===== config.mk =====
export PLATFORM = sky130hd
export DESIGN_NAME = alt_front
export DESIGN_NICKNAME = d
export VERILOG_FILES = /design/src/hw/rtl/alt_pkg.sv /design/src/hw/rtl/alt_front.sv
export SDC_FILE = /design/constraint.sdc
export NUM_CORES = 1
export LEC_CHECK = 0
export ABC_AREA = 1
export BUFFER_PORTS_ARGS = -buffer_cell sky130_fd_sc_hd__buf_2
export CAP_MARGIN = 20
export CORE_ASPECT_RATIO = 0.9
export CORE_UTILIZATION = 51
export CTS_CLUSTER_SIZE = 30
export DETAILED_ROUTE_END_ITERATION = 6
export PLACE_DENSITY = 0.77
export SLEW_MARGIN = 10
export SYNTH_ARGS = -nofsm -noshare
export SYNTH_HDL_FRONTEND = slang
export SYNTH_SLANG_ARGS = --single-unit
export TNS_END_PERCENT = 5

===== constraint.sdc =====
create_clock -name aclk -period 11.45 [get_ports aclk]
set_input_delay 0.5725 -clock aclk [delete_from_list [all_inputs] [get_ports aclk]]
set_output_delay 0.5725 -clock aclk [all_outputs]
set_load 0.05 [all_outputs]

===== src/hw/rtl/alt_pkg.sv =====
// alt_pkg: shared types, register codes and constants of the antialiased line tessellator
// depends on nothing; used by every module under hw/rtl
package alt_pkg;

    localparam int CFG_ADDR_W  = 4;
    localparam int QUEUE_DEPTH = 2;
    localparam int NUM_RESULTS = 18;
    localparam int NUM_VERTS   = 8;
    localparam int DIV_STEPS   = 33;
    localparam int ROOT_STEPS  = 32;

    localparam logic [1:0] REG_LINE_WIDTH   = 2'd0;
    localparam logic [1:0] REG_BORDER_WIDTH = 2'd1;
    localparam logic [1:0] REG_FILL_COLOR   = 2'd2;

    localparam logic [30:0] LINE_WIDTH_RST   = 31'd65536;
    localparam logic [30:0] BORDER_WIDTH_RST = 31'd65536;
    localparam logic [31:0] FILL_COLOR_RST   = 32'hFFFF_FFFF;

    localparam logic KIND_VERTEX   = 1'b0;
    localparam logic KIND_TRIANGLE = 1'b1;

    localparam logic [30:0]        R_MIN       = 31'd655;
    localparam logic signed [32:0] R_LOW_LIMIT = 33'sd1310;
    localparam logic signed [32:0] WIDTH_ONE   = 33'sd65536;
    localparam logic [63:0] MAG_THRESH = 64'd4611686018427;
    localparam logic [63:0] CAP_THRESH = 64'd461168601842738790;
    localparam logic [31:0] SCALE_ONE  = 32'h1000_0000;
    localparam logic [31:0] SCALE_CAP  = 32'hA000_0000;
    localparam logic signed [39:0] MX_LIMIT = 40'sd4294967296;

    // one segment as it sits in the queue
    typedef struct packed {
        logic signed [31:0] a_x;
        logic signed [31:0] a_y;
        logic signed [31:0] b_x;
        logic signed [31:0] b_y;
        logic        [31:0] vertex_base;
        logic signed [32:0] d_x;
        logic signed [32:0] d_y;
    } seg_t;

    // finished vertex set handed to the emitter
    typedef struct packed {
        logic [7:0][31:0] vert_x;
        logic [7:0][31:0] vert_y;
        logic [31:0]      color;
        logic [31:0]      base;
    } vset_t;

    typedef enum logic [2:0] {
        U_IDLE, U_NORM, U_SQ, U_SUM, U_ROOT, U_DIVGO, U_DIVWAIT, U_DONE
    } uvec_state_t;

    typedef enum logic [4:0] {
        E_IDLE, E_DIR, E_RX, E_RY, E_DYS, E_PTS, E_EDGES, E_EDGE_GO, E_EDGE_WAIT,
        E_F_PREP, E_F_SQX, E_F_SQY, E_F_S, E_F_CLASS, E_F_DIV, E_F_MX, E_F_MY,
        E_F_OX, E_F_OY, E_F_ST, E_HAND
    } eng_state_t;

endpackage


===== src/hw/rtl/alt_front.sv =====
// alt_front: input unpacking, segment difference and the segment queue
// depends on alt_pkg
module alt_front #(
    parameter int DEPTH = alt_pkg::QUEUE_DEPTH
) (
    input  logic          aclk,
    input  logic          aresetn,
    input  logic          s_tvalid,
    output logic          s_tready,
    input  logic [159:0]  s_tdata,
    output logic          q_valid,
    input  logic          q_ready,
    output alt_pkg::seg_t q_seg
);
    localparam int PTR_W = (DEPTH > 1) ? $clog2(DEPTH) : 1;
    localparam int CNT_W = $clog2(DEPTH + 1);

    alt_pkg::seg_t in_seg;
    alt_pkg::seg_t mem [DEPTH];
    logic [PTR_W-1:0] wr_ptr_reg, rd_ptr_reg;
    logic [CNT_W-1:0] count_reg;
    logic push, pop;

    always_comb begin
        in_seg.a_x         = s_tdata[31:0];
        in_seg.a_y         = s_tdata[63:32];
        in_seg.b_x         = s_tdata[95:64];
        in_seg.b_y         = s_tdata[127:96];
        in_seg.vertex_base = s_tdata[159:128];
        in_seg.d_x = {s_tdata[95], s_tdata[95:64]} - {s_tdata[31], s_tdata[31:0]};
        in_seg.d_y = {s_tdata[127], s_tdata[127:96]} - {s_tdata[63], s_tdata[63:32]};
    end

    assign s_tready = (count_reg != CNT_W'(DEPTH));
    assign q_valid  = (count_reg != '0);
    assign q_seg    = mem[rd_ptr_reg];
    assign push     = s_tvalid & s_tready;
    assign pop      = q_valid & q_ready;

    always_ff @(posedge aclk) begin
        if (push) begin
            mem[wr_ptr_reg] <= in_seg;
        end
    end

    always_ff @(posedge aclk) begin
        if (!aresetn) begin
            wr_ptr_reg <= '0;
            rd_ptr_reg <= '0;
            count_reg  <= '0;
        end else begin
            if (push) begin
                wr_ptr_reg <= (wr_ptr_reg == PTR_W'(DEPTH - 1)) ? '0 : wr_ptr_reg + 1'b1;
            end
            if (pop) begin
                rd_ptr_reg <= (rd_ptr_reg == PTR_W'(DEPTH - 1)) ? '0 : rd_ptr_reg + 1'b1;
            end
            if (push && !pop) begin
                count_reg <= count_reg + 1'b1;
            end else if (pop && !push) begin
                count_reg <= count_reg - 1'b1;
            end
        end
    end
endmodule


==> summary.txt, run 1 <==
Finish
  – Area delta synth->final: 18.5%
  – Multi-input gate area: 6600 sq um
  – Most frequent cells in the layout: nand2_1, edfxtp_1, buf_2
  – Number of fill cells: 3292
  – Most common cell after layout, fill and taps aside: nand2_1
  – FF/Latch Area: 13700 sq um
  – Layout cells sized above 1: 31.2%
  – Largest register FFs: 452
  – Final nets: 2494

STA
  – Max Fclk: 257 MHz
  – Tcrit/Tclk final: 34.0%
  – Final min period: 3.89 ns
  – Tightest Pin Transition: 1.06 ns
  – Tightest slew margin relative to the limit: 29.2%
  – Max Clock Skew: 0.0188 ns
  – Setup TNS: 0 ns
  – Finish-stage setup viols: 0
  – Final Hold Fails: 0
  – Worst setup margin: 7.56 ns
  – Slew Viols, Final: 0
  – RSZ-0062 raised after global routing: false

Global routing
  – Busiest grt layer: met2
  – Vias in the first global route: 14400
  – Pin count of the biggest net entering global routing: 157
  – Met3 global-route usage: 3.60%
  – First-pass GRT wire length: 75800 microns
  – Met2 usage: 40.2%
  – Global route total overflow: 0
  – Total track usage: 22.8%
  – Antenna violations before repair: 6
  – Met1 usage: 27.8%

Clocking
  – Cts bufs inserted: 45
  – CTS resizes: 0
  – Reg clk slew, reported paths: 0.06 ns
  – CTS tree: built
  – Post-CTS Setup Inserts: 0
  – Max clock buf depth: 3
  – CTS root buffer: clkbuf_16
  – Clk_lat worst skew: 0.58 ns
  – Clock sinks: 457
  – Hold_buf cts: 0
  – H-tree Lvls: 2

Critical path
  – CP Capture Type: output pin
  – CP Class: reg -> out
  – Crit path DAT: 3.32 ns
  – CP Launch Type: flop
  – Most common cell on crit path: buf_4
  – Crit-path cells: buf_4 -> buf_4 -> mux2_2 -> buf_2
  – Worst R2R Start: count_reg[0]$_SDFFE_PN0P_
  – Max incr delay on CP: 0.78 ns
  – Crit-path max FO: 72
  – Req. time, crit path: 10.88 ns
  – Slowest-stage cell, CP: buf_4

Place
  – Hpwl dp: 36400 microns
  – Routability cong.: 0.939
  – I/O Buffers: 391
  – Pre-CTS WS: 8.15 ns

Hold path
  – Hold_sp: s_tdata[155]
  – Worst Hold Class: in -> reg

Floorplan
  – CORE AREA: 41800 sq um
  – Chip Height: 197 microns
  – Initial core utilization: 51.8%
  – I/O pin count: 392
  – Die W: 219 microns
  – Std cell rows: 71
  – Die area: 43300 sq um

Synth
  – Net Count, Synth: 2076
  – Seq/Total Area, Yosys: 63.1%
  – Cell variety after synth: 25
  – Mapped Cells: 1845
  – Asr flop ratio synth: 0%
  – Synth area leaders: edfxtp_1, mux2_2, nand2_1
  – Synth top area share: 62.7%
  – Mapped cell area: 21700 sq um
  – Ys Warns: 0
  – Most used DFF post-synth: edfxtp_1
  – Avg Cell Area, Syn: 11.7 sq um
  – Number of flops mapped to enable cells by yosys: 452
  – #FFs+latches synth: 457
  – Cell taking the most area after synthesis: edfxtp_1

Job
  – MaxCap Viol Count: 0

Pwr
  – Power Density: 222 nW/um^2
  – VDD IR max: 0.254 mV
  – Leak: 0.0115 uW

Routing
  – Routed WL: 50300 microns
  – Post-route DRC: 0
  – Via Count: 14500
  – Vias per std cell: 5.08
  – DR iter-0 viols: 1074
  – Post-route ant nets: 0
  – First-pass DRT Iterations: 7
  – Wirelength per Cell: 17.6 microns

Outcome
  – Status: complete, no violations
-- layout make-up --
class | count | area share [%]
timing repair buffer | 398 | 7.93
sequential | 457 | 53.3
clock buffer | 50 | 4.63
tap | 547 | 2.67
multi-input combinational | 1040 | 25.7
clock inverter | 30 | 1.02
antenna | 5 | 0.0487
inverter | 321 | 4.69
-- cells in the mapped netlist (5+ instances only) --
cell type    n
nand2_1    496
o21ai_0      5
inv_1      321
xor2_1      26
buf_2       11
edfxtp_1   452
nor2_1      85
ha_1        65
nand2_2     16
nand3_1     44
a21oi_1     45
buf_4       12
mux2_2     226
dfxtp_1      5
nand4_1      8
-- power breakdown --
| part | total (uW) | leakage (uW) | internal, uW | switching [uW] |
|---|---|---|---|---|
| registers | 2230 | 0.00426 | 2160 | 76.5 |
| logic | 2000 | 0.00649 | 521 | 1480 |
| clock network | 1460 | 0.000711 | 838 | 617 |
| total | 5690 | 0.0115 | 3520 | 2170 |
-- stage by stage --
stage | total power (uW) | cells | hold slack (ns) | instance area, sq um | util (%)
global placement | 4230 | 2763 | 0.460 | 24200 | 57.8
CTS | 5730 | 2843 | 0.146 | 25700 | 61.3
global route | 5900 | 2848 | 0.157 | 25700 | 61.3
finish | 5690 | 2848 | 0.184 | 25700 | 61.3
floorplan | 3890 | 1845 | 0.447 | 21700 | -
detailed placement | 4260 | 2763 | 0.459 | 24200 | 57.8
-- layer usage --
metal  routed length, microns  vias up
met2                    25600      519
met5                        9        -
li1                         -     6995
met1                    20000     6832
met4                     1740        2
met3                     2890      106
-- cells by family (layout without fill, tap and decap cells) --
| logic type | after synthesis | after routing | synth area share, % |
|---|---|---|---|
| AOI/OAI and AO/OA | 56 | 56 | 1.38 |
| xor gates and xnor gates | 30 | 30 | 1.21 |
| adders and majority gates | 67 | 67 | 3.94 |
| buffers and inverters | 348 | 799 | 6.44 |
| DFF | 457 | 457 | 63.1 |
| muxes | 226 | 226 | 11.8 |
| other | 0 | 5 | 0 |
| and+or+nand+nor | 661 | 661 | 12.1 |
-- path summary, 6_finish.rpt --
| path | slack, ns | end | cells after the start |
|---|---|---|---|
| max | 7.56 | q_seg[21] | 4 |
| min | 0.18 | mem[1][93]$_DFFE_PP_ | 1 |
| max reg2reg | 8.68 | mem[1][159]$_DFFE_PP_ | 6 |
| min reg2reg | 0.49 | flop | 2 |
-- worst max-delay path, delay by kind of cell, from the launching register on --
family | cells | cell delay (ns)
muxes | 1 | 0.43
buffers and inverters | 3 | 1.55
DFF | 1 | 0.67
Power figures use the tool's default switching activity.
==> inputs of run 2 (changes only) <==
CORE_UTILIZATION = 55   (was 51)
PLACE_DENSITY = 0.79   (was 0.77)
clock period = 3.7 ns   (was 11.45 ns; I/O delays follow)
==> run 2 against run 1 <==
Compared with the run above: sequential share of layout area is 3.2 points lower; routed wire length up 6.5%; clock skew increased by 0.0064 ns; utilization is 9.5 points higher; setup slack got worse by 6.6 ns; sequential power rose to 3.1 times the previous value; register-to-register slack got worse by 7.1 ns; total power grew to 3.1 times the previous value; highest routed layer is now met4.
==> summary.txt, run 2 (synthesis gave the netlist of run 1 again) <==
Clocking
  – CTS tree: built
  – Clock sinks: 457 (unchanged)
  – Hold_buf cts: 162 (+162)
  – Cts bufs inserted: 46 (+2.2%)
  – Max clock buf depth: 3 (unchanged)
  – Reg clk slew, reported paths: 0.06 ns (about the same)
  – Post-CTS Setup Inserts: 0 (unchanged)
  – Clk_lat worst skew: 0.58 ns (about the same)
  – CTS root buffer: clkbuf_16
  – H-tree Lvls: 2 (unchanged)
  – CTS resizes: 0 (unchanged)

Routing
  – First-pass DRT Iterations: 6 (-1)
  – Vias per std cell: 5.11 (+0.74%)
  – Wirelength per Cell: 17.9 microns (+1.5%)
  – Post-route DRC: 0 (unchanged)
  – DR iter-0 viols: 1161 (+8.1%)
  – Routed WL: 53500 microns (+6.5%)
  – Via Count: 15300 (+5.7%)
  – Post-route ant nets: 0 (unchanged)

STA
  – Worst hold margin: 0.0523 ns (-0.132 ns)
  – Max Fclk: 366 MHz
  – Tightest slew margin relative to the limit: 49.7% (+21 points)
  – Finish-stage setup viols: 0 (unchanged)
  – Tcrit/Tclk final: 73.8%
  – Slew Viols, Final: 0 (unchanged)
  – RSZ-0062 raised after global routing: false
  – Worst setup margin: 0.970 ns (-6.59 ns)
  – Tightest Pin Transition: 0.754 ns (-0.308 ns)
  – Max Clock Skew: 0.0251 ns (+0.00635 ns)
  – Final min period: 2.73 ns
  – Final Hold Fails: 0 (unchanged)

Global routing
  – Total track usage: 26.4% (+3.6 points)
  – Global route total overflow: 0 (unchanged)
  – First-pass GRT wire length: 81500 microns (+7.6%)
  – Antenna violations before repair: 1 (-5)
  – Vias in the first global route: 15500 (+7.7%)
  – Pin count of the biggest net entering global routing: 106 (-32%)

Finish
  – Final Cell Area: 27300 sq um (+6.4%)
  – Largest register FFs: 452 (unchanged)
  – Most frequent cells in the layout: nand2_1, edfxtp_1, buf_2
  – Util after Layout: 70.8% (+9.5 points)
  – Number of fill cells: 2597 (-21%)
  – FF/Latch Area: 13700 sq um (about the same)
  – Multi-input gate area: 6630 sq um (+0.36%)
  – Layout cells sized above 1: 29.2% (-2.1 points)
  – Final nets: 2662 (+6.7%)
  – Area delta synth->final: 26.1%
  – Most common cell after layout, fill and taps aside: nand2_1

Pwr
  – VDD IR max: 0.659 mV (+160%)
  – Internal Power: 10900 uW (+210%)
  – Sw Pwr: 6840 uW (+220%)
  – Sw frac: 38.6% (+0.40 points)
  – Logic pwr share: 36.5% (+1.4 points)
  – Total Power: 17700 uW (+210%)
  – Clk pwr share: 24.6% (-1.0 points)
  – Seq pwr share: 39.0% (-0.3 points)
  – Power Density: 650 nW/um^2 (+190%)
  – Leak: 0.0122 uW (+6.1%)

Floorplan
  – Die W: 211 microns (-3.7%)
  – CORE AREA: 38500 sq um (-7.9%)
  – Initial core utilization: 56.2% (+4.4 points)
  – I/O pin count: 392 (unchanged)
  – Die area: 40200 sq um (-7.2%)
  – Std cell rows: 68 (-4.2%)
  – Chip Height: 190 microns (-3.7%)

Critical path
  – Worst r2r dst: mem[0][159]$_DFFE_PP_
  – Crit path buffers/inverters: 2 (-1)
  – Max incr delay on CP: 0.84 ns (+0.06 ns)
  – Top cell family by delay on the critical path: flip-flops
  – Slowest-stage cell, CP: dfxtp_4
  – Crit-path cells: buf_4 -> mux2_2 -> buf_2
  – R2r worst-path depth: 5 (-1)
  – CP Capture Type: output pin
  – Worst R2R Start: count_reg[0]$_SDFFE_PN0P_
  – Crit path DAT: 2.54 ns (-0.78 ns)
  – CP Class: reg -> out
  – R2R setup slack: 1.61 ns (-7.07 ns)
  – Crit-path max FO: 51 (-29%)
  – CP Launch Type: flop
  – Req. time, crit path: 3.51 ns (-7.37 ns)

Place
  – Hpwl dp: 35700 microns (-1.9%)
  – I/O Buffers: 391 (unchanged)
  – Pre-CTS WS: 1.57 ns (-6.58 ns)
  – Routability cong.: 0.942 (+0.23%)
  – Placed inst area: 24300 sq um (+0.41%)

Job
  – MaxCap Viol Count: 0 (unchanged)

Hold path
  – Worst Hold Class: in -> reg
  – Hold path cells: 5 (+4)
  – Hold Path End: wr_ptr_reg$_SDFFE_PN0P_
  – Hold_sp: s_tvalid

Outcome
  – Status: complete, no violations
[run 2: cell count changes in the layout (fill, tap and decap cells not counted), moves of 4 or more]
cell           previous run  this run
dlygate4sd3_1             0       162
clkbuf_1                  3        11
clkinvlp_4                4         0
buf_12                    2         7
[run 2: cell type report]
cell class	instances	share of cell area [%]
inverter	321	4.42
sequential	457	50.1
timing repair buffer	565	13.8
clock inverter	20	0.541
multi-input combinational	1040	24.3
clock buffer	58	4.46
tap	525	2.41
antenna	3	0.0275
[run 2: worst max path at each step]
stage,start,to,cells past startpoint
after floorplan,count_reg[0]$_SDFFE_PN0P_,mem[1][0]$_DFFE_PP_,4
after global placement,flop,q_seg[65],3
after detailed placement,flop,q_seg[6],3
after CTS,flop,q_seg[6],3
after global routing,flop,q_seg[6],3
final,flop,q_seg[6],3
[run 2: stage by stage]
stage,std cells,setup TNS [ns]
floorplan,1845,-288.79
global placement,2746,0
detailed placement,2746,0
CTS,2986,0
global route,2987,0
finish,2989,0
[run 2: tightest hold or removal path: stages]
cell	delay (ns)
buf_2	0.10
nand2_4	0.07
inv_1	0.07
o21ai_0	0.07
nor2_1	0.08
[run 2: power by group through the flow]
stage / sequential [uW] / combinational [uW] / clock [uW]
6_report: 6920 / 6470 / 4360
3_5_place_dp: 7010 / 6270 / 0
5_1_grt: 6980 / 6780 / 4620
2_1_floorplan: 6960 / 4890 / 0
3_3_place_gp: 6980 / 6220 / 0
4_1_cts: 6910 / 6450 / 4390
[run 2: layer usage]
metal,routed length (microns),global-route usage (%),part of all wire [%]
met1,20400,30.7,38
met2,27700,46.9,52
met3,3280,5.37,6.1
met4,2190,12.3,4.1
met5,0,0,0
