--- src/hw/rtl/alt_pkg.sv ---
// alt_pkg: shared types, register codes and constants of the antialiased line tessellator
// depends on nothing; used by every module under hw/rtl
package alt_pkg;

    localparam int CFG_ADDR_W  = 4;
    localparam int QUEUE_DEPTH = 2;
    localparam int NUM_RESULTS = 18;
    localparam int NUM_VERTS   = 8;
    localparam int DIV_STEPS   = 33;
    localparam int ROOT_STEPS  = 32;

    localparam logic [1:0] REG_LINE_WIDTH   = 2'd0;
    localparam logic [1:0] REG_BORDER_WIDTH = 2'd1;
    localparam logic [1:0] REG_FILL_COLOR   = 2'd2;

    localparam logic [30:0] LINE_WIDTH_RST   = 31'd65536;
    localparam logic [30:0] BORDER_WIDTH_RST = 31'd65536;
    localparam logic [31:0] FILL_COLOR_RST   = 32'hFFFF_FFFF;

    localparam logic KIND_VERTEX   = 1'b0;
    localparam logic KIND_TRIANGLE = 1'b1;

    localparam logic [30:0]        R_MIN       = 31'd655;
    localparam logic signed [32:0] R_LOW_LIMIT = 33'sd1310;
    localparam logic signed [32:0] WIDTH_ONE   = 33'sd65536;
    localparam logic [63:0] MAG_THRESH = 64'd4611686018427;
    localparam logic [63:0] CAP_THRESH = 64'd461168601842738790;
    localparam logic [31:0] SCALE_ONE  = 32'h1000_0000;
    localparam logic [31:0] SCALE_CAP  = 32'hA000_0000;
    localparam logic signed [39:0] MX_LIMIT = 40'sd4294967296;

    // one segment as it sits in the queue
    typedef struct packed {
        logic signed [31:0] a_x;
        logic signed [31:0] a_y;
        logic signed [31:0] b_x;
        logic signed [31:0] b_y;
        logic        [31:0] vertex_base;
        logic signed [32:0] d_x;
        logic signed [32:0] d_y;
    } seg_t;

    // finished vertex set handed to the emitter
    typedef struct packed {
        logic [7:0][31:0] vert_x;
        logic [7:0][31:0] vert_y;
        logic [31:0]      color;
        logic [31:0]      base;
    } vset_t;

    typedef enum logic [2:0] {
        U_IDLE, U_NORM, U_SQ, U_SUM, U_ROOT, U_DIVGO, U_DIVWAIT, U_DONE
    } uvec_state_t;

    typedef enum logic [4:0] {
        E_IDLE, E_DIR, E_RX, E_RY, E_DYS, E_PTS, E_EDGES, E_EDGE_GO, E_EDGE_WAIT,
        E_F_PREP, E_F_SQX, E_F_SQY, E_F_S, E_F_CLASS, E_F_DIV, E_F_MX, E_F_MY,
        E_F_OX, E_F_OY, E_F_ST, E_HAND
    } eng_state_t;

endpackage

--- src/hw/rtl/alt_emit.sv ---
// alt_emit: output stage, streams eight vertices and ten triangles per segment
// depends on alt_pkg
module alt_emit (
    input  logic           aclk,
    input  logic           aresetn,
    input  logic           set_valid,
    output logic           set_ready,
    input  alt_pkg::vset_t set_data,
    output logic           m_tvalid,
    input  logic           m_tready,
    output logic [191:0]   m_tdata,
    output logic [0:0]     m_tuser,
    output logic           m_tlast
);
    alt_pkg::vset_t set_reg;
    logic        busy_reg;
    logic [4:0]  cnt_reg;
    logic        fire, at_last, is_tri;
    logic [2:0]  o0, o1, o2;
    logic [31:0] vx, vy, vc, i0, i1, i2;

    assign fire      = m_tvalid & m_tready;
    assign at_last   = (cnt_reg == 5'(alt_pkg::NUM_RESULTS - 1));
    assign set_ready = !busy_reg || (fire && at_last);
    assign m_tvalid  = busy_reg;
    assign is_tri    = (cnt_reg >= 5'(alt_pkg::NUM_VERTS));

    // vertex offsets of each triangle: fringe strip pairs, then the quad
    always_comb begin
        case (cnt_reg)
            5'd8:    {o0, o1, o2} = {3'd0, 3'd3, 3'd7};
            5'd9:    {o0, o1, o2} = {3'd7, 3'd4, 3'd0};
            5'd10:   {o0, o1, o2} = {3'd1, 3'd0, 3'd4};
            5'd11:   {o0, o1, o2} = {3'd4, 3'd5, 3'd1};
            5'd12:   {o0, o1, o2} = {3'd2, 3'd1, 3'd5};
            5'd13:   {o0, o1, o2} = {3'd5, 3'd6, 3'd2};
            5'd14:   {o0, o1, o2} = {3'd3, 3'd2, 3'd6};
            5'd15:   {o0, o1, o2} = {3'd6, 3'd7, 3'd3};
            5'd16:   {o0, o1, o2} = {3'd0, 3'd1, 3'd2};
            5'd17:   {o0, o1, o2} = {3'd0, 3'd2, 3'd3};
            default: {o0, o1, o2} = '0;
        endcase
        if (is_tri) begin
            vx = '0;
            vy = '0;
            vc = '0;
            i0 = set_reg.base + 32'(o0);
            i1 = set_reg.base + 32'(o1);
            i2 = set_reg.base + 32'(o2);
        end else begin
            vx = set_reg.vert_x[cnt_reg[2:0]];
            vy = set_reg.vert_y[cnt_reg[2:0]];
            vc = cnt_reg[2] ? (set_reg.color & 32'h00FF_FFFF) : set_reg.color;
            i0 = '0;
            i1 = '0;
            i2 = '0;
        end
    end

    assign m_tdata    = {i2, i1, i0, vc, vy, vx};
    assign m_tuser[0] = is_tri ? alt_pkg::KIND_TRIANGLE : alt_pkg::KIND_VERTEX;
    assign m_tlast    = at_last;

    always_ff @(posedge aclk) begin
        if (set_valid && set_ready) begin
            set_reg <= set_data;
        end
    end

    always_ff @(posedge aclk) begin
        if (!aresetn) begin
            busy_reg <= 1'b0;
            cnt_reg  <= '0;
        end else if (set_valid && set_ready) begin
            busy_reg <= 1'b1;
            cnt_reg  <= '0;
        end else if (fire) begin
            if (at_last) begin
                busy_reg <= 1'b0;
            end else begin
                cnt_reg <= cnt_reg + 1'b1;
            end
        end
    end
endmodule

--- config.mk ---
export PLATFORM = sky130hd
export DESIGN_NAME = alt_emit
export DESIGN_NICKNAME = d
export VERILOG_FILES = /design/src/hw/rtl/alt_pkg.sv /design/src/hw/rtl/alt_emit.sv
export SDC_FILE = /design/constraint.sdc
export NUM_CORES = 1
export LEC_CHECK = 0
export ABC_CLOCK_PERIOD_IN_PS = 73000
export BUFFER_PORTS_ARGS = -buffer_cell sky130_fd_sc_hd__buf_2
export CAP_MARGIN = 20
export CORE_AREA = 2 2 303 305
export CTS_BUF_LIST = sky130_fd_sc_hd__clkbuf_2
export DETAILED_ROUTE_END_ITERATION = 12
export DIE_AREA = 0 0 305 307
export GPL_TIMING_DRIVEN = 0
export PLACE_DENSITY_LB_ADDON = 0.2
export SETUP_SLACK_MARGIN = 0.05
export SLEW_MARGIN = 5
export SYNTH_ARGS = -nofsm -noshare
export SYNTH_HDL_FRONTEND = slang
export SYNTH_SLANG_ARGS = --single-unit
--- constraint.sdc ---
create_clock -name aclk -period 73 [get_ports aclk]
set_input_delay 3.65 -clock aclk [delete_from_list [all_inputs] [get_ports aclk]]
set_output_delay 3.65 -clock aclk [all_outputs]
set_load 0.02 [all_outputs]
==> report_table.html, run 1 <==
<table>
<tr><th>Metric</th><th>Value</th></tr>
<tr><th colspan="2">Power and ir drop</th></tr>
<tr><td>Power Dens Cells</td><td>around 22 nW/um^2</td></tr>
<tr><td>Static leakage power</td><td>around 0.012 uW</td></tr>
<tr><td>Worst IR Drop VDD</td><td>approximately 0.012 mV</td></tr>
<tr><th colspan="2">Timing</th></tr>
<tr><td>Period Utilization, post-route</td><td>0.118</td></tr>
<tr><td>Setup repair after global routing missed its margin</td><td>no</td></tr>
<tr><td>Layout Skew</td><td>about 90 ps</td></tr>
<tr><td>Final-report max-slew violation count</td><td>0</td></tr>
<tr><td>Worst slew slack as a fraction of its limit</td><td>0.297</td></tr>
<tr><td>Final sum of negative setup slack</td><td>0 ps</td></tr>
<tr><td>Worst path setup slack after routing</td><td>between 60000 and 70000 ps</td></tr>
<tr><td>Min Clock Period, post-route</td><td>about 8600 ps</td></tr>
<tr><td>Fmax</td><td>0.116 GHz</td></tr>
<tr><td>Final Hold Fails</td><td>0</td></tr>
<tr><td>Setup Viol. Count Final</td><td>0</td></tr>
<tr><td>Slew at the pin closest to its max-slew limit</td><td>between 1000 and 1500 ps</td></tr>
<tr><th colspan="2">Routing</th></tr>
<tr><td>Drt wl/cell</td><td>approximately 24 um</td></tr>
<tr><td>Via Count</td><td>approximately 17000</td></tr>
<tr><td>Drt first pass iters</td><td>5</td></tr>
<tr><td>Final routed DRC violation total</td><td>0</td></tr>
<tr><td>Drt first-iter violations</td><td>1100</td></tr>
<tr><td>Vias per cell</td><td>roughly 4.6</td></tr>
<tr><td>Post-DRT Antenna Nets</td><td>0</td></tr>
<tr><td>Total Routed Length</td><td>just under 90000 um</td></tr>
<tr><th colspan="2">Place</th></tr>
<tr><td>I/O Buffers</td><td>774</td></tr>
<tr><td>HPWL reported at the end of detailed placement</td><td>68600 um</td></tr>
<tr><td>Pre-CTS WS</td><td>between 60000 and 70000 ps</td></tr>
<tr><td># placed instances</td><td>approximately 3400</td></tr>
<tr><td>Routability cong.</td><td>between 0.8 and 0.9</td></tr>
<tr><th colspan="2">Global routing</th></tr>
<tr><td>Vias in the first global route</td><td>~18000</td></tr>
<tr><td>Largest net degree at the start of global routing</td><td>37</td></tr>
<tr><td>Overall global routing resource usage</td><td>0.187</td></tr>
<tr><td>GRT Residual Overflow</td><td>0</td></tr>
<tr><td>Met1 routing resource usage after global routing</td><td>0.202</td></tr>
<tr><td>Wire length of the first global-routing pass</td><td>between 100000 and 150000 um</td></tr>
<tr><td>GRT busiest layer</td><td>met2</td></tr>
<tr><td>Antenna violations before repair</td><td>42</td></tr>
<tr><td>Global routing met2 resource utilization</td><td>0.334</td></tr>
<tr><td>Met3 usage in global routing</td><td>0.0705</td></tr>
<tr><th colspan="2">Synth</th></tr>
<tr><td>Total nets after synthesis</td><td>about 2100</td></tr>
<tr><td>Most used DFF post-synth</td><td>edfxtp_1</td></tr>
<tr><td>Proportion of register bits with asynchronous set or reset after synthesis</td><td>0</td></tr>
<tr><td>Sequential share of the synthesized area</td><td>0.714</td></tr>
<tr><td>Mapped Cells</td><td>roughly 1500</td></tr>
<tr><td>Top cells by area, synth</td><td>edfxtp_1 70%, mux4_2 12%, nand2_1 2.4%</td></tr>
<tr><td>Top cell type's share of synthesized area</td><td>0.703</td></tr>
<tr><td>Post-synth design cell area</td><td>24600 um^2</td></tr>
<tr><td>FF+latch count, synth</td><td>590</td></tr>
<tr><td>Number of distinct library cells after synthesis</td><td>49</td></tr>
<tr><td>Avg Cell Area, Syn</td><td>16.9 um^2</td></tr>
<tr><td>Dominant cell type by area after synthesis</td><td>edfxtp_1</td></tr>
<tr><td>Count of synthesis-stage warnings from yosys</td><td>0</td></tr>
<tr><td>Number of synthesized flops with an enable pin</td><td>roughly 580</td></tr>
<tr><th colspan="2">Floorplan</th></tr>
<tr><td>Initial cell density of the core</td><td>0.271</td></tr>
<tr><td>Die Span X</td><td>305 um</td></tr>
<tr><td>Number of top-level pins</td><td>776</td></tr>
<tr><td>Area of the core region</td><td>90700 um^2</td></tr>
<tr><td>Die Height</td><td>around 300 um</td></tr>
<tr><td>Die area</td><td>roughly 94000 um^2</td></tr>
<tr><td>Standard-cell row count</td><td>111</td></tr>
<tr><th colspan="2">Clocking</th></tr>
<tr><td>Cts-stage hold buffer count</td><td>0</td></tr>
<tr><td>Clock tree from TritonCTS</td><td>done</td></tr>
<tr><td>CTS Root Cell</td><td>clkbuf_2</td></tr>
<tr><td>Clock insertion delay at the later pin of the skew report</td><td>1420 ps</td></tr>
<tr><td>Clock net sink count</td><td>590</td></tr>
<tr><td>H-tree lvl count</td><td>4</td></tr>
<tr><td>Deepest clock path buffer count</td><td>3</td></tr>
<tr><td>Post-CTS setup buffer count</td><td>0</td></tr>
<tr><td>Clock-pin slew on the worst setup and hold paths</td><td>about 100 ps</td></tr>
<tr><td>Count of cells resized by post-cts repair</td><td>0</td></tr>
<tr><td>Number of buffers inserted during clock tree synthesis</td><td>between 150 and 200</td></tr>
<tr><th colspan="2">Worst setup path</th></tr>
<tr><td>Nature of the critical path endpoint</td><td>output port</td></tr>
<tr><td>Slack of the worst reg-to-reg path</td><td>between 60000 and 70000 ps</td></tr>
<tr><td>Crit path depth</td><td>7</td></tr>
<tr><td>R2r startpoint</td><td>cnt_reg[0]$_SDFFE_PP0P_</td></tr>
<tr><td>Critical path, cell by cell</td><td>clkbuf_1 -&gt; clkbuf_1 -&gt; buf_2 -&gt; mux4_2 -&gt; nand2_1 -&gt; a21oi_1 -&gt; buf_2</td></tr>
<tr><td>Worst setup path category</td><td>register to output port</td></tr>
<tr><td>Data arrival time at the worst-slack endpoint</td><td>about 5000 ps</td></tr>
<tr><td>Count of cells along the worst register-to-register path</td><td>12</td></tr>
<tr><td>Setup crit end</td><td>m_tdata[31]</td></tr>
<tr><td>Data required time of the critical path</td><td>about 69000 ps</td></tr>
<tr><td>Worst path bufs/invs</td><td>4</td></tr>
<tr><td>Slowest library cell on the worst path</td><td>clkbuf_1</td></tr>
<tr><td>Critical Path Source Type</td><td>register</td></tr>
<tr><td>Worst Setup SP</td><td>cnt_reg[0]$_SDFFE_PP0P_</td></tr>
<tr><td>End of the worst register-to-register path</td><td>o2[1]$_DFF_P_</td></tr>
<tr><td>Top Family by Delay on Critical Path</td><td>buffers and inverters</td></tr>
<tr><td>Maximum fanout encountered on the critical timing path</td><td>10</td></tr>
<tr><td>Delay of the slowest critical-path stage</td><td>850 ps</td></tr>
<tr><th colspan="2">Run status</th></tr>
<tr><td>Result of the run</td><td>complete, no violations</td></tr>
<tr><th colspan="2">Final layout</th></tr>
<tr><td>Layout Area Growth over Synthesis</td><td>29.6%</td></tr>
<tr><td>Number of flip-flops in the largest register</td><td>about 580</td></tr>
<tr><td>Filler Cell Count</td><td>between 9000 and 10000</td></tr>
<tr><td>Share of post-route cells with drive strength above 1</td><td>0.483</td></tr>
<tr><td>Final non-filler cell total</td><td>~3700</td></tr>
<tr><td>Nets</td><td>approximately 3000</td></tr>
<tr><th colspan="2">Job</th></tr>
<tr><td>Count of max-cap constraint violations</td><td>0</td></tr>
<tr><th colspan="2">Worst hold path</th></tr>
<tr><td>Worst min path class</td><td>register to register</td></tr>
</table>
## metrics by stage
stage          total power, uW  utilization  area (um^2)  hold WS (ps)
6_report                   701        0.352        31900           613
5_1_grt                    738        0.351        31900           695
4_1_cts                    715        0.351        31800           609
2_1_floorplan              455            -        24600           542
3_3_place_gp               493        0.330        30000           564
3_5_place_dp               475        0.335        30400           596
## kinds of logic after synthesis
logic type                 after synthesis  synth area share
and+or+nand+nor                        365            0.0726
buffers and inverters                  117            0.0200
DFF                                    590             0.714
muxes                                  164             0.132
xor gates and xnor gates                28           0.00996
adders and majority gates               18            0.0101
AOI/OAI and AO/OA                      175            0.0414
## tightest hold or removal path: cells and delay by family, from the launching register on
kind	cells	cell delay, ps
flops	1	350
compound gates	2	230
## per-layer routing
layer  share of wire  wire, um
met5          0.0026       231
met4           0.022      1950
met3           0.086      7650
met2            0.53     46800
met1            0.36     32100
## worst min-delay path by stage
stage / from / endpoint / cells past startpoint
after detailed placement: cnt_reg[4]$_SDFFE_PP0P_ / cnt_reg[4]$_SDFFE_PP0P_ / 2
after floorplan: cnt_reg[4]$_SDFFE_PP0P_ / cnt_reg[4]$_SDFFE_PP0P_ / 2
after global routing: cnt_reg[4]$_SDFFE_PP0P_ / cnt_reg[4]$_SDFFE_PP0P_ / 2
after global placement: cnt_reg[4]$_SDFFE_PP0P_ / cnt_reg[4]$_SDFFE_PP0P_ / 2
after CTS: cnt_reg[4]$_SDFFE_PP0P_ / cnt_reg[4]$_SDFFE_PP0P_ / 2
final: cnt_reg[4]$_SDFFE_PP0P_ / cnt_reg[4]$_SDFFE_PP0P_ / 2
## power breakdown
group | internal (uW) | switching [uW] | total (uW)
combinational | 31.0 | 35.8 | 66.8
sequential | 393 | 5.38 | 399
clock | 91.4 | 144 | 235
## layout by cell type (no fill, tap or decap), drive strengths merged, types with 15 or more instances in the layout
cell type  synthesis  final
or3               20     20
mux4             128    128
and3              15     15
a21oi            101    101
nor4              16     16
o21ai             29     29
clkbuf            58    296
diode              0     35
edfxtp           576    576
buf               40    835
and2              31     31
nand2b            16     16
clkinv             0     24
inv               19     27
nor3              21     21
nor2              38     38
ha                15     15
nand2            159    159
mux2i             36     36
nand3             19     19
xor2              16     16
## Yosys cell counts (19+ instances only)
cell type	count
a21oi_1	101
inv_1	19
nor3_1	21
mux4_2	128
or3_1	20
nand3_1	19
and2_1	31
clkbuf_1	58
nor2_1	38
buf_2	27
o21ai_0	29
nand2_1	159
mux2i_1	36
edfxtp_1	576
## final cells by class
| type | count | area, um^2 | area share |
|---|---|---|---|
| sequential | 590 | 17600 | 0.551 |
| multi-input combinational | 750 | 6550 | 0.205 |
| timing repair buffer | 795 | 4300 | 0.135 |
| tap | 1186 | 1480 | 0.0465 |
| clock buffer | 238 | 1190 | 0.0373 |
| buffer | 98 | 424 | 0.0133 |
| clock inverter | 35 | 209 | 0.00655 |
| antenna | 35 | 87.6 | 0.00275 |
| inverter | 19 | 71.3 | 0.00224 |
(Power assumes the default switching activity.)
==> run 2, diff against run 1 <==
- ABC_CLOCK_PERIOD_IN_PS: 73000 -> 7600
- clock period: 73 -> 7.6 ns (I/O delays scaled with it)
==> run 2 against run 1 <==
Compared with the run above:
- the run now fails in clock tree synthesis
- area after synthesis did not move
- synthesized cell count unchanged
==> report_table.html, run 2 <==
<table>
<tr><th>Metric</th><th>Value</th></tr>
<tr><th colspan="2">Run status</th></tr>
<tr><td>Result of the run</td><td>stopped before the end</td></tr>
<tr><td>Stopping stage</td><td>clock tree synthesis</td></tr>
<tr><td>Error that halted the flow</td><td>[ERROR RSZ-0060] Max buffer count reached.</td></tr>
<tr><th colspan="2">Place</th></tr>
<tr><td>Dpl cell area</td><td>30500 um^2 (+0.20%)</td></tr>
<tr><td>I/O Buffers</td><td>774 (unchanged)</td></tr>
<tr><td>HPWL reported at the end of detailed placement</td><td>70800 um (+3.3%)</td></tr>
<tr><td>Routability cong.</td><td>0.899 (+1.1%)</td></tr>
<tr><th colspan="2">Synth</th></tr>
<tr><td>FF+latch count, synth</td><td>590 (unchanged)</td></tr>
<tr><td>Number of synthesized flops with an enable pin</td><td>576 (unchanged)</td></tr>
<tr><td>Total nets after synthesis</td><td>2055 (unchanged)</td></tr>
<tr><td>Avg Cell Area, Syn</td><td>16.9 um^2 (unchanged)</td></tr>
<tr><td>Most common cell in the synthesized netlist</td><td>edfxtp_1</td></tr>
<tr><td>Share of the synthesized area in compound gates (AO/OA/AOI/OAI)</td><td>0.0414 (unchanged)</td></tr>
<tr><td>Area fraction in and, or, nand and nor cells after synthesis</td><td>0.0726 (unchanged)</td></tr>
<tr><td>Top cell type's share of synthesized area</td><td>0.703 (unchanged)</td></tr>
<tr><td>Area share of fa/ha/maj cells after synthesis</td><td>0.0101 (unchanged)</td></tr>
<tr><td>Proportion of register bits with asynchronous set or reset after synthesis</td><td>0 (unchanged)</td></tr>
<tr><td>Mapped Cells</td><td>1457 (unchanged)</td></tr>
<tr><td>XOR/XNOR share of the synthesized area</td><td>0.00996 (unchanged)</td></tr>
<tr><td>Most numerous cell types in the synthesized netlist</td><td>576 x edfxtp_1, 159 x nand2_1, 128 x mux4_2, 101 x a21oi_1, 58 x clkbuf_1</td></tr>
<tr><td>Count of synthesis-stage warnings from yosys</td><td>0 (unchanged)</td></tr>
<tr><td>Most used DFF post-synth</td><td>edfxtp_1</td></tr>
<tr><td>Top cells by area, synth</td><td>edfxtp_1 70%, mux4_2 12%, nand2_1 2.4%</td></tr>
<tr><td>Post-synth design cell area</td><td>24600 um^2 (unchanged)</td></tr>
<tr><td>Sequential share of the synthesized area</td><td>0.714 (unchanged)</td></tr>
<tr><td>Main combinational cell family by area after synthesis</td><td>multiplexers</td></tr>
<tr><td>Multiplexer area fraction after synthesis</td><td>0.132 (unchanged)</td></tr>
<tr><td>Number of distinct library cells after synthesis</td><td>49 (unchanged)</td></tr>
<tr><td>Dominant cell type by area after synthesis</td><td>edfxtp_1</td></tr>
<tr><th colspan="2">Clocking</th></tr>
<tr><td>Count of cells resized by post-cts repair</td><td>0 (unchanged)</td></tr>
<tr><td>Clock net sink count</td><td>590 (unchanged)</td></tr>
<tr><td>Post-CTS setup buffer count</td><td>0 (unchanged)</td></tr>
<tr><td>Deepest clock path buffer count</td><td>3 (unchanged)</td></tr>
<tr><td>Number of buffers inserted during clock tree synthesis</td><td>163 (+0.62%)</td></tr>
<tr><td>CTS Root Cell</td><td>clkbuf_2</td></tr>
<tr><td>Cts-stage hold buffer count</td><td>748 (+748)</td></tr>
<tr><td>H-tree lvl count</td><td>4 (unchanged)</td></tr>
<tr><th colspan="2">Floorplan</th></tr>
<tr><td>Die Span X</td><td>305 um (unchanged)</td></tr>
<tr><td>Standard-cell row count</td><td>111 (unchanged)</td></tr>
<tr><td>Number of top-level pins</td><td>776 (unchanged)</td></tr>
<tr><td>Die Height</td><td>307 um (unchanged)</td></tr>
<tr><td>Initial cell density of the core</td><td>0.271 (unchanged)</td></tr>
</table>
[run 2: cells by family after synthesis]
logic type               after synthesis
flip-flops                           590
AND/OR/NAND/NOR                      365
AO/OA/AOI/OAI                        175
multiplexers                         164
buffers and inverters                117
XOR/XNOR                              28
adder cells (fa/ha/maj)               18
[run 2: metrics by stage]
| stage | utilization | hold WS (ps) | instances | setup WS [ps] | TNS [ps] |
|---|---|---|---|---|---|
| 3_5_place_dp | 0.336 | 558 | 3440 | 3200 | 0 |
| 2_1_floorplan | - | 479 | 1457 | -2430 | -1399860 |
| 3_3_place_gp | 0.331 | 556 | 3417 | -6160 | -3498730 |
==> run 3, diff against run 2 <==
- ABC_CLOCK_PERIOD_IN_PS: 7600 -> 9900
- CORE_AREA: 2 2 303 305 -> 2 2 304 306
- CTS_BUF_LIST: sky130_fd_sc_hd__clkbuf_2 -> not set
- DIE_AREA: 0 0 305 307 -> 0 0 306 308
- PLACE_DENSITY_LB_ADDON: 0.2 -> 0.15
- SETUP_SLACK_MARGIN: 0.05 -> not set
- clock period: 7.6 -> 9.9 ns (I/O delays scaled with it)
==> run 3 against run 2 <==
Compared with the run above:
- the run now ends clean
==> report_table.html, run 3 (synthesized netlist as in run 1, its figures left out) <==
<table>
<tr><th>Metric</th><th>Value</th></tr>
<tr><th colspan="2">Run status</th></tr>
<tr><td>Result of the run</td><td>complete, no violations</td></tr>
<tr><th colspan="2">Routing</th></tr>
<tr><td>Final routed DRC violation total</td><td>0</td></tr>
<tr><td>Drt wl/cell</td><td>~23 um</td></tr>
<tr><td>Vias per cell</td><td>between 4 and 5</td></tr>
<tr><td>Total Routed Length</td><td>slightly above 90000 um</td></tr>
<tr><td>Drt first-iter violations</td><td>around 1100</td></tr>
<tr><td>Via Count</td><td>18400</td></tr>
<tr><td>Drt first pass iters</td><td>7</td></tr>
<tr><td>Post-DRT Antenna Nets</td><td>0</td></tr>
<tr><th colspan="2">Timing</th></tr>
<tr><td>Setup Viol. Count Final</td><td>0</td></tr>
<tr><td>Fmax</td><td>between 0.2 and 0.25 GHz</td></tr>
<tr><td>Worst slew slack as a fraction of its limit</td><td>0.280</td></tr>
<tr><td>Final Hold Fails</td><td>0</td></tr>
<tr><td>Setup repair after global routing missed its margin</td><td>no</td></tr>
<tr><td>Layout Skew</td><td>49.9 ps</td></tr>
<tr><td>Min Clock Period, post-route</td><td>4510 ps</td></tr>
<tr><td>Final sum of negative setup slack</td><td>0 ps</td></tr>
<tr><td>Worst path setup slack after routing</td><td>~5400 ps</td></tr>
<tr><td>Slew at the pin closest to its max-slew limit</td><td>around 1100 ps</td></tr>
<tr><td>Final-report max-slew violation count</td><td>0</td></tr>
<tr><td>Period Utilization, post-route</td><td>0.455</td></tr>
<tr><th colspan="2">Floorplan</th></tr>
<tr><td>Area of the core region</td><td>between 90000 and 100000 um^2</td></tr>
<tr><td>Number of top-level pins</td><td>776 (unchanged)</td></tr>
<tr><td>Die Span X</td><td>306 um (+0.33%)</td></tr>
<tr><td>Standard-cell row count</td><td>111 (unchanged)</td></tr>
<tr><td>Initial cell density of the core</td><td>0.271 (-0.000829)</td></tr>
<tr><td>Die area</td><td>between 90000 and 100000 um^2</td></tr>
<tr><td>Die Height</td><td>308 um (+0.33%)</td></tr>
<tr><th colspan="2">Place</th></tr>
<tr><td>I/O Buffers</td><td>774 (unchanged)</td></tr>
<tr><td>Pre-CTS WS</td><td>5620 ps (+2420 ps)</td></tr>
<tr><td>Dpl cell area</td><td>30600 um^2 (+0.30%)</td></tr>
<tr><td>Routability cong.</td><td>0.865 (-3.8%)</td></tr>
<tr><td># placed instances</td><td>3441 (+0.029%)</td></tr>
<tr><td>HPWL reported at the end of detailed placement</td><td>71200 um (+0.63%)</td></tr>
<tr><th colspan="2">Worst setup path</th></tr>
<tr><td>R2r startpoint</td><td>cnt_reg[0]$_SDFFE_PP0P_</td></tr>
<tr><td>Critical path, cell by cell</td><td>inv_1 -&gt; fa_1 -&gt; nor2b_1 -&gt; o21ai_0 -&gt; clkbuf_1 -&gt; nor4_1 -&gt; mux2i_1 -&gt; buf_2</td></tr>
<tr><td>Count of cells along the worst register-to-register path</td><td>13</td></tr>
<tr><td>Worst Setup SP</td><td>set_reg[1]$_DFFE_PP_</td></tr>
<tr><td>Critical Path Source Type</td><td>register</td></tr>
<tr><td>Worst path bufs/invs</td><td>3</td></tr>
<tr><td>Worst setup path category</td><td>register to output port</td></tr>
<tr><td>Slack of the worst reg-to-reg path</td><td>5870 ps</td></tr>
<tr><td>Top Family by Delay on Critical Path</td><td>simple AND/OR/NAND/NOR gates</td></tr>
<tr><td>Slowest library cell on the worst path</td><td>nor2b_1</td></tr>
<tr><td>Maximum fanout encountered on the critical timing path</td><td>10</td></tr>
<tr><td>Data required time of the critical path</td><td>9410 ps</td></tr>
<tr><td>Nature of the critical path endpoint</td><td>output port</td></tr>
<tr><td>Delay of the slowest critical-path stage</td><td>540 ps</td></tr>
<tr><td>End of the worst register-to-register path</td><td>o1[1]$_DFF_P_</td></tr>
<tr><td>Data arrival time at the worst-slack endpoint</td><td>~4000 ps</td></tr>
<tr><th colspan="2">Worst hold path</th></tr>
<tr><td>Worst Hold Path Cells</td><td>1</td></tr>
<tr><td>Worst min path class</td><td>input pin to register</td></tr>
<tr><td>Hold worst-path end</td><td>set_reg[66]$_DFFE_PP_</td></tr>
<tr><td>Beginning of the worst hold path</td><td>set_data[66]</td></tr>
<tr><th colspan="2">Final layout</th></tr>
<tr><td>Final non-filler cell total</td><td>4027</td></tr>
<tr><td>Filler Cell Count</td><td>roughly 8500</td></tr>
<tr><td>Most frequent cells in the layout</td><td>801 x buf_2, 576 x edfxtp_1, 447 x dlygate4sd3_1</td></tr>
<tr><td>Most frequent standard cell in the layout excluding fill and tap cells</td><td>buf_2</td></tr>
<tr><td>Share of post-route cells with drive strength above 1</td><td>0.377</td></tr>
<tr><td>Number of flip-flops in the largest register</td><td>between 500 and 600</td></tr>
<tr><td>Post-route cell area</td><td>~37000 um^2</td></tr>
<tr><td>Layout Area Growth over Synthesis</td><td>51.6%</td></tr>
<tr><td>Nets</td><td>approximately 3400</td></tr>
<tr><th colspan="2">Global routing</th></tr>
<tr><td>Vias in the first global route</td><td>approximately 20000</td></tr>
<tr><td>Largest net degree at the start of global routing</td><td>37</td></tr>
<tr><td>Wire length of the first global-routing pass</td><td>roughly 130000 um</td></tr>
<tr><td>GRT Residual Overflow</td><td>0</td></tr>
<tr><td>Overall global routing resource usage</td><td>0.193</td></tr>
<tr><td>Antenna violations before repair</td><td>28</td></tr>
<tr><th colspan="2">Clocking</th></tr>
<tr><td>Clock-pin slew on the worst setup and hold paths</td><td>60 ps</td></tr>
<tr><td>Count of cells resized by post-cts repair</td><td>0 (unchanged)</td></tr>
<tr><td>CTS Root Cell</td><td>clkbuf_16</td></tr>
<tr><td>Deepest clock path buffer count</td><td>3 (unchanged)</td></tr>
<tr><td>Number of buffers inserted during clock tree synthesis</td><td>72 (-56%)</td></tr>
<tr><td>Clock tree from TritonCTS</td><td>done</td></tr>
<tr><td>Clock net sink count</td><td>590 (unchanged)</td></tr>
<tr><td>Clock insertion delay at the later pin of the skew report</td><td>~650 ps</td></tr>
<tr><td>H-tree lvl count</td><td>3 (-1)</td></tr>
<tr><th colspan="2">Power and ir drop</th></tr>
<tr><td>Static leakage power</td><td>about 0.014 uW</td></tr>
<tr><td>PnR Total Power</td><td>roughly 6200 uW</td></tr>
<tr><td>Worst IR Drop VDD</td><td>around 0.14 mV</td></tr>
<tr><td>Power Dens Cells</td><td>roughly 160 nW/um^2</td></tr>
<tr><th colspan="2">Job</th></tr>
<tr><td>Count of max-cap constraint violations</td><td>0</td></tr>
</table>
[run 3: power by group]
group	internal [uW]	switching, uW
Combinational	350	306
Sequential	2910	38.6
Clock	1470	1080
[run 3: metrics by stage]
stage / util / hold slack (ps)
final: 0.410 / 42.4
after detailed placement: 0.336 / 633
after CTS: 0.410 / 0.0726
after global placement: 0.330 / 599
after floorplan: - / 575
after global routing: 0.410 / 0.713
[run 3: cell type report]
class | count | area [um^2] | area share
antenna | 13 | 32.5 | 0.000872
buffer | 98 | 429 | 0.0115
clock buffer | 93 | 1900 | 0.0510
clock inverter | 33 | 345 | 0.00925
inverter | 19 | 76.3 | 0.00205
multi-input combinational | 750 | 6590 | 0.177
sequential | 590 | 17600 | 0.471
tap | 1186 | 1480 | 0.0398
timing repair buffer | 1245 | 8880 | 0.238
[run 3: worst max path at each step]
stage	endpoint	slack, ps	depth (start not counted)
after global placement	set_reg[256]$_DFFE_PP_	-3870	8
after detailed placement	o1[1]$_DFF_P_	5620	13
after global routing	m_tdata[188]	5230	9
final	m_tdata[188]	5390	8
after CTS	m_tdata[188]	5220	9
after floorplan	set_reg[0]$_DFFE_PP_	-130	8
[run 3: what timing repair did]
| action | 4_1_cts | 5_1_grt |
|---|---|---|
| setup buffers | 0 | 0 |
| hold endpoints to repair | 446 | 1 |
| hold buffers | 446 | 1 |
[run 3: layer usage]
layer  part of all wire  GRT usage
met5             0.0017          0
met3              0.071     0.0530
met2               0.53      0.358
met4              0.022     0.0562
met1               0.37      0.216
==> run 4, diff against run 3 <==
- ABC_CLOCK_PERIOD_IN_PS: 9900 -> 4650
- clock period: 9.9 -> 4.65 ns (I/O delays scaled with it)
==> run 4 against run 3 <==
Compared with the run above:
- non-clock buffer count up 131
- worst hold slack better by 61 ps
- cell area up 3.6%
- critical endpoint unchanged
- largest cell class unchanged
==> report_table.html, run 4 (synthesized netlist as in run 1, its figures left out) <==
<table>
<tr><th>Metric</th><th>Value</th></tr>
<tr><th colspan="2">Global routing</th></tr>
<tr><td>Overall global routing resource usage</td><td>0.195 (+0.00219)</td></tr>
<tr><td>Largest net degree at the start of global routing</td><td>37 (unchanged)</td></tr>
<tr><td>Wire length of the first global-routing pass</td><td>135000 um (+1.7%)</td></tr>
<tr><td>Vias in the first global route</td><td>20800 (+3.4%)</td></tr>
<tr><td>GRT Residual Overflow</td><td>0 (unchanged)</td></tr>
<tr><td>Antenna violations before repair</td><td>26 (-7.1%)</td></tr>
<tr><th colspan="2">Timing</th></tr>
<tr><td>Worst slew slack as a fraction of its limit</td><td>0.256 (-0.0246)</td></tr>
<tr><td>Setup Viol. Count Final</td><td>0 (unchanged)</td></tr>
<tr><td>Slew at the pin closest to its max-slew limit</td><td>1120 ps (+36.8 ps)</td></tr>
<tr><td>Setup repair after global routing missed its margin</td><td>no</td></tr>
<tr><td>Final-report max-slew violation count</td><td>0 (unchanged)</td></tr>
<tr><td>Min Clock Period, post-route</td><td>about 4300 ps</td></tr>
<tr><td>Fmax</td><td>around 0.23 GHz</td></tr>
<tr><td>Final Hold Fails</td><td>0 (unchanged)</td></tr>
<tr><td>Worst path setup slack after routing</td><td>351 ps (-5040 ps)</td></tr>
<tr><td>Final sum of negative setup slack</td><td>0 ps (unchanged)</td></tr>
<tr><td>Period Utilization, post-route</td><td>0.925</td></tr>
<tr><td>Layout Skew</td><td>43.2 ps (-6.66 ps)</td></tr>
<tr><th colspan="2">Final layout</th></tr>
<tr><td>Share of post-route cells with drive strength above 1</td><td>0.360 (-0.0167)</td></tr>
<tr><td>Number of flip-flops in the largest register</td><td>576 (unchanged)</td></tr>
<tr><td>Most frequent standard cell in the layout excluding fill and tap cells</td><td>buf_2</td></tr>
<tr><td>Layout Area Growth over Synthesis</td><td>57.0%</td></tr>
<tr><td>Most frequent cells in the layout</td><td>801 x buf_2, 578 x dlygate4sd3_1, 576 x edfxtp_1</td></tr>
<tr><td>Nets</td><td>3505 (+3.9%)</td></tr>
<tr><th colspan="2">Worst setup path</th></tr>
<tr><td>Data arrival time at the worst-slack endpoint</td><td>4070 ps (+60 ps)</td></tr>
<tr><td>Nature of the critical path endpoint</td><td>output port</td></tr>
<tr><td>Count of cells along the worst register-to-register path</td><td>13 (unchanged)</td></tr>
<tr><td>Worst setup path category</td><td>register to output port</td></tr>
<tr><td>Data required time of the critical path</td><td>4420 ps (-4990 ps)</td></tr>
<tr><td>Critical Path Source Type</td><td>register</td></tr>
<tr><td>Maximum fanout encountered on the critical timing path</td><td>10 (unchanged)</td></tr>
<tr><th colspan="2">Power and ir drop</th></tr>
<tr><td>Static leakage power</td><td>0.0147 uW (+3.9%)</td></tr>
<tr><td>Power Dens Cells</td><td>341 nW/um^2 (+110%)</td></tr>
<tr><td>Worst IR Drop VDD</td><td>0.295 mV (+110%)</td></tr>
<tr><th colspan="2">Floorplan</th></tr>
<tr><td>Standard-cell row count</td><td>111 (unchanged)</td></tr>
<tr><td>Die Span X</td><td>306 um (unchanged)</td></tr>
<tr><td>Area of the core region</td><td>91000 um^2 (unchanged)</td></tr>
<tr><td>Die area</td><td>94200 um^2 (unchanged)</td></tr>
<tr><td>Die Height</td><td>308 um (unchanged)</td></tr>
<tr><td>Number of top-level pins</td><td>776 (unchanged)</td></tr>
<tr><td>Initial cell density of the core</td><td>0.271 (unchanged)</td></tr>
<tr><th colspan="2">Run status</th></tr>
<tr><td>Result of the run</td><td>complete, no violations</td></tr>
<tr><th colspan="2">Clocking</th></tr>
<tr><td>Deepest clock path buffer count</td><td>3 (unchanged)</td></tr>
<tr><td>CTS Root Cell</td><td>clkbuf_16</td></tr>
<tr><td>H-tree lvl count</td><td>3 (unchanged)</td></tr>
<tr><td>Post-CTS setup buffer count</td><td>0 (unchanged)</td></tr>
<tr><td>Cts-stage hold buffer count</td><td>578 (+30%)</td></tr>
<tr><td>Clock-pin slew on the worst setup and hold paths</td><td>50 ps (about the same)</td></tr>
<tr><td>Clock insertion delay at the later pin of the skew report</td><td>650 ps (about the same)</td></tr>
<tr><td>Clock tree from TritonCTS</td><td>done</td></tr>
<tr><td>Number of buffers inserted during clock tree synthesis</td><td>72 (unchanged)</td></tr>
<tr><td>Clock net sink count</td><td>590 (unchanged)</td></tr>
<tr><td>Count of cells resized by post-cts repair</td><td>0 (unchanged)</td></tr>
<tr><th colspan="2">Routing</th></tr>
<tr><td>Via Count</td><td>18900 (+2.8%)</td></tr>
<tr><td>Final routed DRC violation total</td><td>0 (unchanged)</td></tr>
<tr><td>Drt first-iter violations</td><td>1151 (+8.0%)</td></tr>
<tr><td>Post-DRT Antenna Nets</td><td>0 (unchanged)</td></tr>
<tr><td>Drt wl/cell</td><td>22.5 um (-2.2%)</td></tr>
<tr><td>Vias per cell</td><td>4.54 (-0.60%)</td></tr>
<tr><td>Total Routed Length</td><td>93700 um (+1.2%)</td></tr>
<tr><td>Drt first pass iters</td><td>5 (-2)</td></tr>
<tr><th colspan="2">Place</th></tr>
<tr><td>Routability cong.</td><td>0.865 (unchanged)</td></tr>
<tr><td>Pre-CTS WS</td><td>367 ps (-5250 ps)</td></tr>
<tr><td>HPWL reported at the end of detailed placement</td><td>71200 um (unchanged)</td></tr>
<tr><td>I/O Buffers</td><td>774 (unchanged)</td></tr>
<tr><th colspan="2">Worst hold path</th></tr>
<tr><td>Worst min path class</td><td>input pin to register</td></tr>
<tr><td>Worst Hold Path Cells</td><td>4 (+3)</td></tr>
<tr><th colspan="2">Job</th></tr>
<tr><td>Count of max-cap constraint violations</td><td>0 (unchanged)</td></tr>
</table>
==> run 4: area by class of cell <==
cell class              instances  area, um^2
clock inverters                33         345
inverters                      19        76.3
repair buffers               1376       10200
fillers                      8413       52300
well taps                    1186        1480
clock buffers                  93        1900
plain buffers                  98         429
flip-flops and latches        590       17600
multi-input cells             750        6590
diodes                         20        50.0
==> run 4: final timing paths <==
check                                               end               startpoint  slack [ps]
worst min register to register  cnt_reg[4]$_SDFFE_PP0P_  cnt_reg[4]$_SDFFE_PP0P_         640
worst max register to register            o1[1]$_DFF_P_  cnt_reg[0]$_SDFFE_PP0P_         640
worst max-delay path                       m_tdata[188]     set_reg[1]$_DFFE_PP_         350
worst min-delay path              m_tvalid$_SDFFE_PN0P_                 m_tready         100
==> run 4: report_power, final <==
| group | switching [uW] | leakage [uW] | internal (uW) |
|---|---|---|---|
| clock network | 2300 | 0.00109 | 3130 |
| registers | 81.7 | 0.00560 | 6190 |
| logic | 675 | 0.00798 | 818 |
| total | 3050 | 0.0147 | 10100 |
==> run 4: worst max-delay path: stages (launching register included) <==
cell	delay, ps
edfxtp_1	430
inv_1	160
fa_1	450
nor2b_1	550
o21ai_0	310
clkbuf_1	350
nor4_1	320
mux2i_1	590
buf_2	300
==> run 4: layer usage <==
layer  vias to the layer above  GRT usage  share of wire
met2                       731      0.362           0.53
li1                       8687          -              -
met4                        14     0.0609          0.026
met1                      9336      0.221           0.38
met5                         -          0        0.00097
met3                       153     0.0465          0.063
==> run 4: stage by stage <==
step                 util  total power, uW  std cells  hold WS [ps]  area, um^2
floorplan               -             6960       1457           331       24700
global placement    0.330             7500       3417           409       30000
finish              0.425            13200       4165           103       38600
CTS                 0.424            13400       4145          61.9       38600
detailed placement  0.336             7470       3441           411       30600
global route        0.425            13700       4162           111       38600
